`src/hw/rtl/rlft_pkg.sv`:
```
// Shared types and constants for the LED feedback table with token-bucket limiter.
`default_nettype none
package rlft_pkg;

  localparam int TABLE_ENTRIES_DEF = 32;
  localparam int MAX_RESULTS       = 32;
  localparam int RESULT_CNT_W      = $clog2(MAX_RESULTS + 1);
  localparam int TOKEN_W           = 20;
  localparam int TIME_W            = 32;
  localparam int RATE_W            = 10;
  localparam int DCHAN_W           = 5;
  localparam int CFG_DATA_W        = 10;
  localparam int PROD_W            = TIME_W + RATE_W;
  localparam int SUM_W             = PROD_W + 1;

  localparam logic [RATE_W-1:0]  MAX_RATE_RESET = 10'd100;
  localparam logic [DCHAN_W-1:0] DCHAN_RESET    = 5'd0;
  localparam logic [TOKEN_W-1:0] MILLI_PER_MSG  = 20'd1000;
  localparam logic [4:0]         CHAN_AGNOSTIC  = 5'd16;
  localparam logic [7:0]         STATUS_NOTE    = 8'h90;
  localparam logic [7:0]         STATUS_CC      = 8'hB0;
  localparam logic [3:0]         NIBBLE_MASK    = 4'hF;

  // Configuration register indexes
  localparam logic REG_MAX_RATE     = 1'b0;
  localparam logic REG_DEFAULT_CHAN = 1'b1;

  typedef struct packed {
    logic [6:0] addr;
    logic [4:0] key_chan;
    logic       cc;
    logic [4:0] send_chan;
    logic       want_valid;
    logic [6:0] want_val;
    logic       sent_valid;
    logic [6:0] sent_val;
  } entry_t;

  typedef struct packed {
    logic [7:0] status;
    logic [6:0] addr;
    logic [6:0] value;
  } msg_t;

  typedef struct packed {
    logic capture;
    logic scan_start;
    logic adv;
    logic walk;
    logic set_upd;
    logic set_app;
    logic pump_mul;
    logic pump_add;
    logic flush;
  } cmd_t;

  typedef struct packed {
    logic q_match;
    logic q_emit;
    logic scan_done;
    logic pend_valid;
    logic out_free;
    logic table_full;
  } status_t;

endpackage
`default_nettype wire

```
`src/hw/rtl/rate_limited_led_feedback_table_unit.sv`:
```
// LED feedback table with token-bucket rate limiter: sequencer plus datapath.
//
// Input channel (in_valid/in_ready) takes one item at a time. operation 0 is a
// set: the table is searched one entry per cycle through a registered memory
// read, and the entry is updated or appended; a set with led_known low ends as
// it is accepted. operation 1 is a pump: bucket arithmetic (multiply, then add
// and saturate), then a walk of one entry per cycle while the receiver keeps
// up, then a flush step that releases the final message. The length of a set
// or a pump grows with the entries in the table, which holds 32 by default.
// Output channel (out_valid/out_ready) carries one MIDI message per transfer;
// last marks the final message of a pump. A pump that sends nothing produces
// no transfer. One message is held back in a staging register and one sits in
// the output register; when the receiver stalls the walk holds in place.
// The next item is accepted while the last message still waits to be taken.
// Reset (rst, synchronous) empties the table and the bucket, and restores
// max_rate to 100 and default_channel to 0. Configuration writes through
// cfg_we/cfg_index/cfg_data take effect at once and belong to idle periods.
`default_nettype none
module rate_limited_led_feedback_table_unit
  import rlft_pkg::*;
#(
  parameter int TABLE_ENTRIES = TABLE_ENTRIES_DEF
) (
  input  wire logic                  clk,
  input  wire logic                  rst,
  input  wire logic                  cfg_we,
  input  wire logic                  cfg_index,
  input  wire logic [CFG_DATA_W-1:0] cfg_data,
  input  wire logic                  in_valid,
  output logic                       in_ready,
  input  wire logic                  operation,
  input  wire logic [6:0]            led_addr,
  input  wire logic [4:0]            channel,
  input  wire logic                  led_known,
  input  wire logic                  is_cc,
  input  wire logic                  range_channel_significant,
  input  wire logic [6:0]            colour_value,
  input  wire logic [TIME_W-1:0]     time_ms,
  output logic                       out_valid,
  input  wire logic                  out_ready,
  output logic [7:0]                 status_byte,
  output logic [6:0]                 data_addr,
  output logic [6:0]                 data_value,
  output logic                       last
);

  cmd_t    cmd;
  status_t st;

  rlft_ctrl u_ctrl (
    .clk       (clk),
    .rst       (rst),
    .in_valid  (in_valid),
    .in_ready  (in_ready),
    .operation (operation),
    .led_known (led_known),
    .st        (st),
    .cmd       (cmd)
  );

  rlft_dp #(
    .TABLE_ENTRIES (TABLE_ENTRIES)
  ) u_dp (
    .clk                       (clk),
    .rst                       (rst),
    .cmd                       (cmd),
    .st                        (st),
    .cfg_we                    (cfg_we),
    .cfg_index                 (cfg_index),
    .cfg_data                  (cfg_data),
    .led_addr                  (led_addr),
    .channel                   (channel),
    .is_cc                     (is_cc),
    .range_channel_significant (range_channel_significant),
    .colour_value              (colour_value),
    .time_ms                   (time_ms),
    .out_valid                 (out_valid),
    .out_ready                 (out_ready),
    .status_byte               (status_byte),
    .data_addr                 (data_addr),
    .data_value                (data_value),
    .last                      (last)
  );

endmodule
`default_nettype wire

```
`src/hw/rtl/rlft_ctrl.sv`:
```
// Sequencer for set searches, pump refill and the table walk.
`default_nettype none
module rlft_ctrl
  import rlft_pkg::*;
(
  input  wire logic    clk,
  input  wire logic    rst,
  input  wire logic    in_valid,
  output logic         in_ready,
  input  wire logic    operation,
  input  wire logic    led_known,
  input  wire status_t st,
  output cmd_t         cmd
);

  typedef enum logic [2:0] {
    IDLE,
    SET_SCAN,
    PUMP_MUL,
    PUMP_ADD,
    WALK,
    FLUSH
  } state_t;

  state_t state;
  state_t state_next;
  logic   accept;

  assign in_ready = (state == IDLE);
  assign accept   = in_valid && in_ready;

  always_comb begin
    cmd        = '0;
    state_next = state;
    unique case (state)
      IDLE: begin
        cmd.capture    = accept;
        cmd.scan_start = accept;
        if (accept) begin
          if (operation) state_next = PUMP_MUL;
          else if (led_known) state_next = SET_SCAN;
        end
      end
      SET_SCAN: begin
        cmd.adv = 1'b1;
        if (st.q_match) begin
          cmd.set_upd = 1'b1;
          state_next  = IDLE;
        end else if (st.scan_done) begin
          cmd.set_app = !st.table_full;
          state_next  = IDLE;
        end
      end
      PUMP_MUL: begin
        cmd.pump_mul = 1'b1;
        state_next   = PUMP_ADD;
      end
      PUMP_ADD: begin
        cmd.pump_add   = 1'b1;
        cmd.scan_start = 1'b1;
        state_next     = WALK;
      end
      WALK: begin
        cmd.walk = 1'b1;
        // hold the walk while a new message has nowhere to go
        cmd.adv  = !(st.q_emit && st.pend_valid && !st.out_free);
        if (st.scan_done) state_next = FLUSH;
      end
      FLUSH: begin
        cmd.flush = 1'b1;
        if (!st.pend_valid || st.out_free) state_next = IDLE;
      end
      default: state_next = IDLE;
    endcase
  end

  always_ff @(posedge clk) begin
    if (rst) begin
      state <= IDLE;
    end else begin
      state <= state_next;
    end
  end

endmodule
`default_nettype wire

```
`src/hw/rtl/rlft_dp.sv`:
```
// Datapath: entry memory, scan pipeline, token bucket and output staging.
`default_nettype none
module rlft_dp
  import rlft_pkg::*;
#(
  parameter int TABLE_ENTRIES = TABLE_ENTRIES_DEF
) (
  input  wire logic                  clk,
  input  wire logic                  rst,
  input  wire cmd_t                  cmd,
  output status_t                    st,
  input  wire logic                  cfg_we,
  input  wire logic                  cfg_index,
  input  wire logic [CFG_DATA_W-1:0] cfg_data,
  input  wire logic [6:0]            led_addr,
  input  wire logic [4:0]            channel,
  input  wire logic                  is_cc,
  input  wire logic                  range_channel_significant,
  input  wire logic [6:0]            colour_value,
  input  wire logic [TIME_W-1:0]     time_ms,
  output logic                       out_valid,
  input  wire logic                  out_ready,
  output logic [7:0]                 status_byte,
  output logic [6:0]                 data_addr,
  output logic [6:0]                 data_value,
  output logic                       last
);

  localparam int IW = (TABLE_ENTRIES > 1) ? $clog2(TABLE_ENTRIES) : 1;
  localparam int CW = $clog2(TABLE_ENTRIES + 1);

  entry_t mem [TABLE_ENTRIES];

  logic [RATE_W-1:0]       max_rate;
  logic [DCHAN_W-1:0]      default_chan;

  logic [6:0]              addr_r;
  logic [4:0]              chan_r;
  logic                    cc_r;
  logic                    rcs_r;
  logic [6:0]              val_r;
  logic [TIME_W-1:0]       time_r;

  logic [CW-1:0]           entry_count;
  logic [TOKEN_W-1:0]      token_level;
  logic [TIME_W-1:0]       last_pump_time;
  logic                    pumped_before;

  logic [PROD_W-1:0]       prod;
  logic [TOKEN_W-1:0]      cap;
  logic                    refill;
  logic [SUM_W-1:0]        sum;

  logic [CW-1:0]           rd_ptr;
  logic                    q_vld;
  logic [IW-1:0]           q_idx;
  entry_t                  q;
  logic [RESULT_CNT_W-1:0] n_sent;

  logic                    pend_valid;
  msg_t                    pend_msg;
  msg_t                    out_msg;

  logic                    issue;
  logic                    mem_we;
  logic [IW-1:0]           mem_waddr;
  entry_t                  mem_wdata;
  entry_t                  upd_entry;
  entry_t                  app_entry;
  entry_t                  sent_entry;
  logic [4:0]              send_chan;
  logic [3:0]              nib;
  logic [DCHAN_W-1:0]      dchan_m1;
  msg_t                    new_msg;
  logic                    emit;
  logic                    out_free;
  logic                    load_walk;
  logic                    load_flush;

  // configuration
  always_ff @(posedge clk) begin
    if (rst) begin
      max_rate     <= MAX_RATE_RESET;
      default_chan <= DCHAN_RESET;
    end else if (cfg_we) begin
      unique case (cfg_index)
        REG_MAX_RATE:     max_rate     <= cfg_data[RATE_W-1:0];
        REG_DEFAULT_CHAN: default_chan <= cfg_data[DCHAN_W-1:0];
        default:          ;
      endcase
    end
  end

  // capture the accepted item
  always_ff @(posedge clk) begin
    if (cmd.capture) begin
      addr_r <= led_addr;
      chan_r <= channel;
      cc_r   <= is_cc;
      rcs_r  <= range_channel_significant;
      val_r  <= colour_value;
      time_r <= time_ms;
    end
  end

  assign send_chan = (rcs_r && (chan_r != CHAN_AGNOSTIC)) ? chan_r : CHAN_AGNOSTIC;

  always_comb begin
    upd_entry            = q;
    upd_entry.cc         = cc_r;
    upd_entry.send_chan  = send_chan;
    upd_entry.want_valid = 1'b1;
    upd_entry.want_val   = val_r;

    app_entry            = '0;
    app_entry.addr       = addr_r;
    app_entry.key_chan   = chan_r;
    app_entry.cc         = cc_r;
    app_entry.send_chan  = send_chan;
    app_entry.want_valid = 1'b1;
    app_entry.want_val   = val_r;

    sent_entry            = q;
    sent_entry.sent_valid = 1'b1;
    sent_entry.sent_val   = q.want_val;
  end

  // message built from the entry under evaluation
  assign dchan_m1 = default_chan - DCHAN_W'(1);
  always_comb begin
    if (q.send_chan != CHAN_AGNOSTIC) nib = q.send_chan[3:0];
    else if (default_chan == '0) nib = 4'd0;
    else nib = dchan_m1[3:0];
    new_msg.status = (q.cc ? STATUS_CC : STATUS_NOTE) | {4'd0, nib & NIBBLE_MASK};
    new_msg.addr   = q.addr;
    new_msg.value  = q.want_val;
  end

  assign st.q_emit = q_vld && q.want_valid
                     && !(q.sent_valid && (q.want_val == q.sent_val))
                     && (token_level >= MILLI_PER_MSG)
                     && (n_sent < RESULT_CNT_W'(MAX_RESULTS));
  assign st.q_match    = q_vld && (q.addr == addr_r) && (q.key_chan == chan_r);
  assign st.scan_done  = (rd_ptr >= entry_count) && !q_vld;
  assign st.pend_valid = pend_valid;
  assign st.out_free   = out_free;
  assign st.table_full = (entry_count == CW'(TABLE_ENTRIES));

  assign issue      = cmd.adv && (rd_ptr < entry_count);
  assign emit       = cmd.walk && cmd.adv && st.q_emit;
  assign out_free   = !out_valid || out_ready;
  assign load_walk  = emit && pend_valid;
  assign load_flush = cmd.flush && pend_valid && out_free;

  always_comb begin
    mem_we    = 1'b0;
    mem_waddr = q_idx;
    mem_wdata = sent_entry;
    if (cmd.set_upd) begin
      mem_we    = 1'b1;
      mem_wdata = upd_entry;
    end else if (cmd.set_app) begin
      mem_we    = 1'b1;
      mem_waddr = entry_count[IW-1:0];
      mem_wdata = app_entry;
    end else if (emit) begin
      mem_we = 1'b1;
    end
  end

  // entry memory, registered read
  always_ff @(posedge clk) begin
    if (mem_we) mem[mem_waddr] <= mem_wdata;
    if (issue) begin
      q     <= mem[rd_ptr[IW-1:0]];
      q_idx <= rd_ptr[IW-1:0];
    end
  end

  // scan pointer
  always_ff @(posedge clk) begin
    if (rst) begin
      rd_ptr <= '0;
      q_vld  <= 1'b0;
    end else if (cmd.scan_start) begin
      rd_ptr <= '0;
      q_vld  <= 1'b0;
    end else if (cmd.adv) begin
      q_vld <= issue;
      if (issue) rd_ptr <= rd_ptr + CW'(1);
    end
  end

  always_ff @(posedge clk) begin
    if (rst) begin
      entry_count <= '0;
    end else if (cmd.set_app) begin
      entry_count <= entry_count + CW'(1);
    end
  end

  // token bucket: multiply, then add and saturate
  assign sum = SUM_W'(token_level) + SUM_W'(prod);

  always_ff @(posedge clk) begin
    if (cmd.pump_mul) begin
      prod   <= PROD_W'(time_r - last_pump_time) * PROD_W'(max_rate);
      cap    <= TOKEN_W'(max_rate) * MILLI_PER_MSG;
      refill <= time_r > last_pump_time;
    end
  end

  always_ff @(posedge clk) begin
    if (rst) begin
      token_level    <= '0;
      last_pump_time <= '0;
      pumped_before  <= 1'b0;
      n_sent         <= '0;
    end else if (cmd.pump_add) begin
      if (!pumped_before) token_level <= cap;
      else if (refill) token_level <= (sum > SUM_W'(cap)) ? cap : sum[TOKEN_W-1:0];
      last_pump_time <= time_r;
      pumped_before  <= 1'b1;
      n_sent         <= '0;
    end else if (emit) begin
      token_level <= token_level - MILLI_PER_MSG;
      n_sent      <= n_sent + RESULT_CNT_W'(1);
    end
  end

  // one message held back so the final one can carry last
  always_ff @(posedge clk) begin
    if (rst) begin
      pend_valid <= 1'b0;
    end else if (emit) begin
      pend_valid <= 1'b1;
    end else if (load_flush) begin
      pend_valid <= 1'b0;
    end
  end

  always_ff @(posedge clk) begin
    if (emit) pend_msg <= new_msg;
  end

  always_ff @(posedge clk) begin
    if (rst) begin
      out_valid <= 1'b0;
    end else if (load_walk || load_flush) begin
      out_valid <= 1'b1;
    end else if (out_ready) begin
      out_valid <= 1'b0;
    end
  end

  always_ff @(posedge clk) begin
    if (load_walk || load_flush) begin
      out_msg <= pend_msg;
      last    <= load_flush;
    end
  end

  assign status_byte = out_msg.status;
  assign data_addr   = out_msg.addr;
  assign data_value  = out_msg.value;

endmodule
`default_nettype wire

```
`config.mk`:
```
export PLATFORM = sky130hd
export DESIGN_NAME = rate_limited_led_feedback_table_unit
export DESIGN_NICKNAME = d
export VERILOG_FILES = /design/src/hw/rtl/rlft_pkg.sv /design/src/hw/rtl/rate_limited_led_feedback_table_unit.sv /design/src/hw/rtl/rlft_ctrl.sv /design/src/hw/rtl/rlft_dp.sv
export SDC_FILE = /design/constraint.sdc
export NUM_CORES = 2
export LEC_CHECK = 0
export BUFFER_PORTS_ARGS = -buffer_cell sky130_fd_sc_hd__buf_2
export CAP_MARGIN = 30
export CORE_MARGIN = 2
export CORE_UTILIZATION = 55
export CTS_BUF_LIST = sky130_fd_sc_hd__clkbuf_8
export DETAILED_ROUTE_END_ITERATION = 10
export GPL_ROUTABILITY_DRIVEN = 1
export MAX_ROUTING_LAYER = met4
export PLACE_DENSITY = 0.82
export SYNTH_ARGS = -nofsm -noshare
export SYNTH_HDL_FRONTEND = slang
export SYNTH_SLANG_ARGS = --single-unit
```
`constraint.sdc`:
```
create_clock -name clk -period 8.46 [get_ports clk]
set_input_delay 1.269 -clock clk [delete_from_list [all_inputs] [get_ports clk]]
set_output_delay 1.269 -clock clk [all_outputs]
set_load 0.02 [all_outputs]
```
==> impl_metrics.env <==
export IMPL_ys_ff_latch=1371
export IMPL_route_layer_met1_wl_mm=61.0
export IMPL_drt_drc_violations_left=0
export IMPL_setup_viol_count_final=0
export IMPL_async_set_or_reset_register_ratio_after_synthesis_pct=0
export IMPL_ant_nets=0
export IMPL_timing_setup_critical_path_class="flop to flop"
export IMPL_worst_slew_margin_relative_to_its_limit_pct=25.5
export IMPL_io_buffers=92
export IMPL_post_route_cells_drive_above_1_share_pct=21.3
export IMPL_totalWireLength_mm=179
export IMPL_worst_endpoint_arrival_ns=8.97
export IMPL_cts_buffer_depth=3
export IMPL_depth_of_the_cts_h_tree=4
export IMPL_sequential_cell_area_fraction_in_the_yosys_report_pct=59.8
export IMPL_timing_final_crit_share_pct=98.5
export IMPL_cellLeakagePower_nw=26.8
export IMPL_fin_worst_skew_ns=0.0693
export IMPL_core_area_sq_um=122000
export IMPL_cpPeakStageDelay_ns=0.59
export IMPL_place_hpwl_mm=107
export IMPL_grt_max_degree=158
export IMPL_crit_fanout=4
export IMPL_clock_tree_from_tritoncts="yes"
export IMPL_drv_slew=0
export IMPL_final_setup_tns_ns=0
export IMPL_grt_overflow_total=0
export IMPL_initial_cell_density_of_the_core_pct=55.4
export IMPL_io_pin_count=96
export IMPL_clock_sink_count=1371
export IMPL_syn_inst=4285
export IMPL_die_area_sq_um=125000
export IMPL_total_power_mw=28.5
export IMPL_power_ir_vdd_worst_mv=0.788
export IMPL_vias_in_the_first_global_route=40875
export IMPL_gp_routability_congestion=0.901
export IMPL_synthesis_area_sq_um=67300
export IMPL_post_synth_top_area_cell="edfxtp_1"
export IMPL_post_cts_hold_buffer_count=0
export IMPL_die_h_um=354
export IMPL_grt_pass1_wl_mm=260
export IMPL_design_area_sq_um=75600
export IMPL_layout_filler_cells=8141
export IMPL_detailroute_wirelength_met3_mm=20.5
export IMPL_worst_pin_slew_ns=1.11
export IMPL_maxCapViolCount=0
export IMPL_met2_wirelength_mm=89.0
export IMPL_synth_cell_types=83
export IMPL_antenna_found_initial=7
export IMPL_design_final_nets=5138
export IMPL_finalCoreUtilization_pct=62.2
export IMPL_synthToLayoutAreaGrowth_pct=12.3
export IMPL_cpMaxStageDelayCell="fa_1"
export IMPL_final_hold_violation_count=0
export IMPL_timing_critical_path_required_ns=9.10
export IMPL_timing_critical_path_to_type="flop"
export IMPL_grtUsageTotal_pct=29.1
export IMPL_max_clock_freq_mhz=120
export IMPL_cts_root_buf="clkbuf_8"
export IMPL_worst_skew_pair_late_latency_ns=0.94
export IMPL_drtIter0Drc=5920
export IMPL_synth_top_cell_area_share_pct=57.1
export IMPL_run_status="finished clean"
export IMPL_vias=40335
export IMPL_number_of_synthesized_flops_with_an_enable_pin=1279
export IMPL_timing_critical_path_mode_cell="fa_1"
export IMPL_synth_top_cells_by_area="edfxtp_1 (57%), mux4_2 (11%), fa_1 (9.0%), ha_1 (3.3%), dfxtp_1 (2.7%)"
export IMPL_dr_max_layer_used="met4"
export IMPL_worst_setup_hold_path_clk_slew_ns=0.06
export IMPL_ys_warnings_count=0
export IMPL_kind_of_path_behind_the_tightest_hold_check="flop to flop"
export IMPL_die_width_um=354
export IMPL_detail_route_first_pass_iterations=8
export IMPL_drt_wirelength_per_cell_um=27.9
export IMPL_final_period_minus_worst_setup_slack_ns=8.33
export IMPL_routed_via_density=6.31
export IMPL_post_route_worst_setup_slack_ns=0.130
export IMPL_unrepaired_setup_endpoints_after_global_routing="true"
export IMPL_placedInstanceArea_sq_um=70800
export IMPL_post_place_worst_slack_ns=-0.394
export IMPL_synth_top_flop_cell="edfxtp_1"
export IMPL_cts_buffers=205
export IMPL_power_density_nw_per_um2=378
export IMPL_timing_critical_path_from_type="flop"
export IMPL_synthesized_area_per_cell_sq_um=15.7
export IMPL_rows=128
[sequential cells by signal, indices dropped and copies added (netlist names), 3 cells and up]
signal,flops
u_dp.mem,1088
u_dp.prod,42
u_dp.last_pump_time,32
u_dp.time_r,32
u_dp.q,20
u_dp.token_level,20
u_dp.pend_msg,19
u_dp.cap,17
u_dp.new_msg,14
u_dp.max_rate,10
u_dp.addr_r,7
u_dp.data_addr,7
u_dp.data_value,7
u_dp.val_r,7
u_dp.entry_count,6
u_dp.n_sent,6
u_dp.rd_ptr,6
u_dp.chan_r,5
u_dp.default_chan,5
u_dp.q_idx,5
u_dp.status_byte,5
u_ctrl.state,3
[layout make-up]
cell class	instances	area (sq um)	area share (%)
clock inverter	171	1180	1.56
multi-input combinational	2389	25600	33.9
antenna	6	15.0	0.0199
tap	1625	2030	2.69
inverter	359	1350	1.78
sequential	1371	40300	53.3
clock buffer	212	2920	3.86
timing repair buffer	260	2200	2.91
[cell usage in the layout, fill, tap and decap left out, types with 23 or more instances in the layout]
cell / netlist / final
nor2_4: 0 / 34
xor2_1: 40 / 39
buf_2: 1 / 91
clkinv_1: 0 / 41
dfxtp_1: 92 / 86
mux2_2: 35 / 35
a21oi_1: 158 / 150
and2_1: 180 / 179
fa_1: 302 / 300
edfxtp_1: 1279 / 1279
inv_1: 359 / 430
o21bai_1: 23 / 23
clkbuf_8: 0 / 212
nor2b_1: 33 / 32
xnor2_1: 100 / 94
a21o_1: 45 / 45
clkinv_2: 0 / 29
nor2_1: 162 / 124
nand2b_1: 27 / 27
ha_1: 179 / 176
nand2_1: 372 / 370
o21ai_0: 59 / 52
nand3_1: 48 / 47
nor3_1: 25 / 24
buf_4: 5 / 140
mux4_2: 340 / 340
[report_power, final]
| part | total, mW | switching (mW) | internal, mW |
|---|---|---|---|
| Combinational | 14.1 | 7.92 | 6.13 |
| Sequential | 9.05 | 0.255 | 8.80 |
| Clock | 5.43 | 2.70 | 2.74 |
[synthesized netlist by cell type (all sizes together), types with 6 or more instances]
library cell,n
edfxtp,1279
nand2,372
inv,359
mux4,340
fa,302
and2,180
ha,179
nor2,162
a21oi,158
clkbuf,125
xnor2,100
dfxtp,92
o21ai,66
nand3,48
a21o,45
mux2,45
buf,42
xor2,40
nor2b,33
nand2b,27
nor3,27
o21bai,23
a31oi,21
nand4,20
o21a,18
and3,15
a211oi,14
or3,12
mux2i,11
a211o,9
a22o,8
nor4,8
o211ai,8
or2,8
nand3b,7
o31ai,7
a2111oi,6
a22oi,6
[path summary, 6_finish.rpt]
kind	start	end	slack, ns	depth (start not counted)
worst min-delay path	u_dp.pend_msg[4]	u_dp.data_value[4]	0.41	0
worst max register to register	u_dp.time_r[1]	u_dp.prod[40]	0.13	33
worst max-delay path	u_dp.time_r[1]	u_dp.prod[40]	0.13	33
worst min register to register	u_dp.pend_msg[4]	u_dp.data_value[4]	0.41	0
[kinds of logic (layout without fill, tap and decap cells)]
group                      after synthesis  after routing  synth area share [%]
AOI/OAI and AO/OA                      435            435                  4.16
xor gates and xnor gates               140            140                  1.82
adders and majority gates              481            481                  12.3
buffers and inverters                  526           1002                  2.96
DFF                                   1371           1371                  59.8
muxes                                  396            396                  12.3
other                                    2              9                0.0112
and+or+nand+nor                        934            934                  6.66
[metrics by stage]
step,instances,hold WS (ns)
6_report,6393,0.413
5_1_grt,6392,0.417
4_1_cts,6367,0.414
3_5_place_dp,5977,0.405
3_3_place_gp,5962,0.401
2_1_floorplan,4286,0.400
[routing by layer]
layer  track usage (%)  up-vias
met5                 -        -
met3              6.20      524
met4              11.4        0
li1                  -    16517
met1              36.7    20369
met2              46.6     2925
[worst max-delay path, delay by kind of cell, from the launching register on]
kind,cells,cell delay [ns]
compound gates,19,3.31
xor+xnor,2,0.24
fa+ha+maj,7,3.06
buf+inv,2,0.22
flops,1,0.43
simple gates,3,0.79
[what timing repair did]
item	CTS	global route
resized for setup	26	27
buffers inserted	7	7
setup endpoints to repair	7	10
pin swaps	10	18
Power figures use the tool's default switching activity.
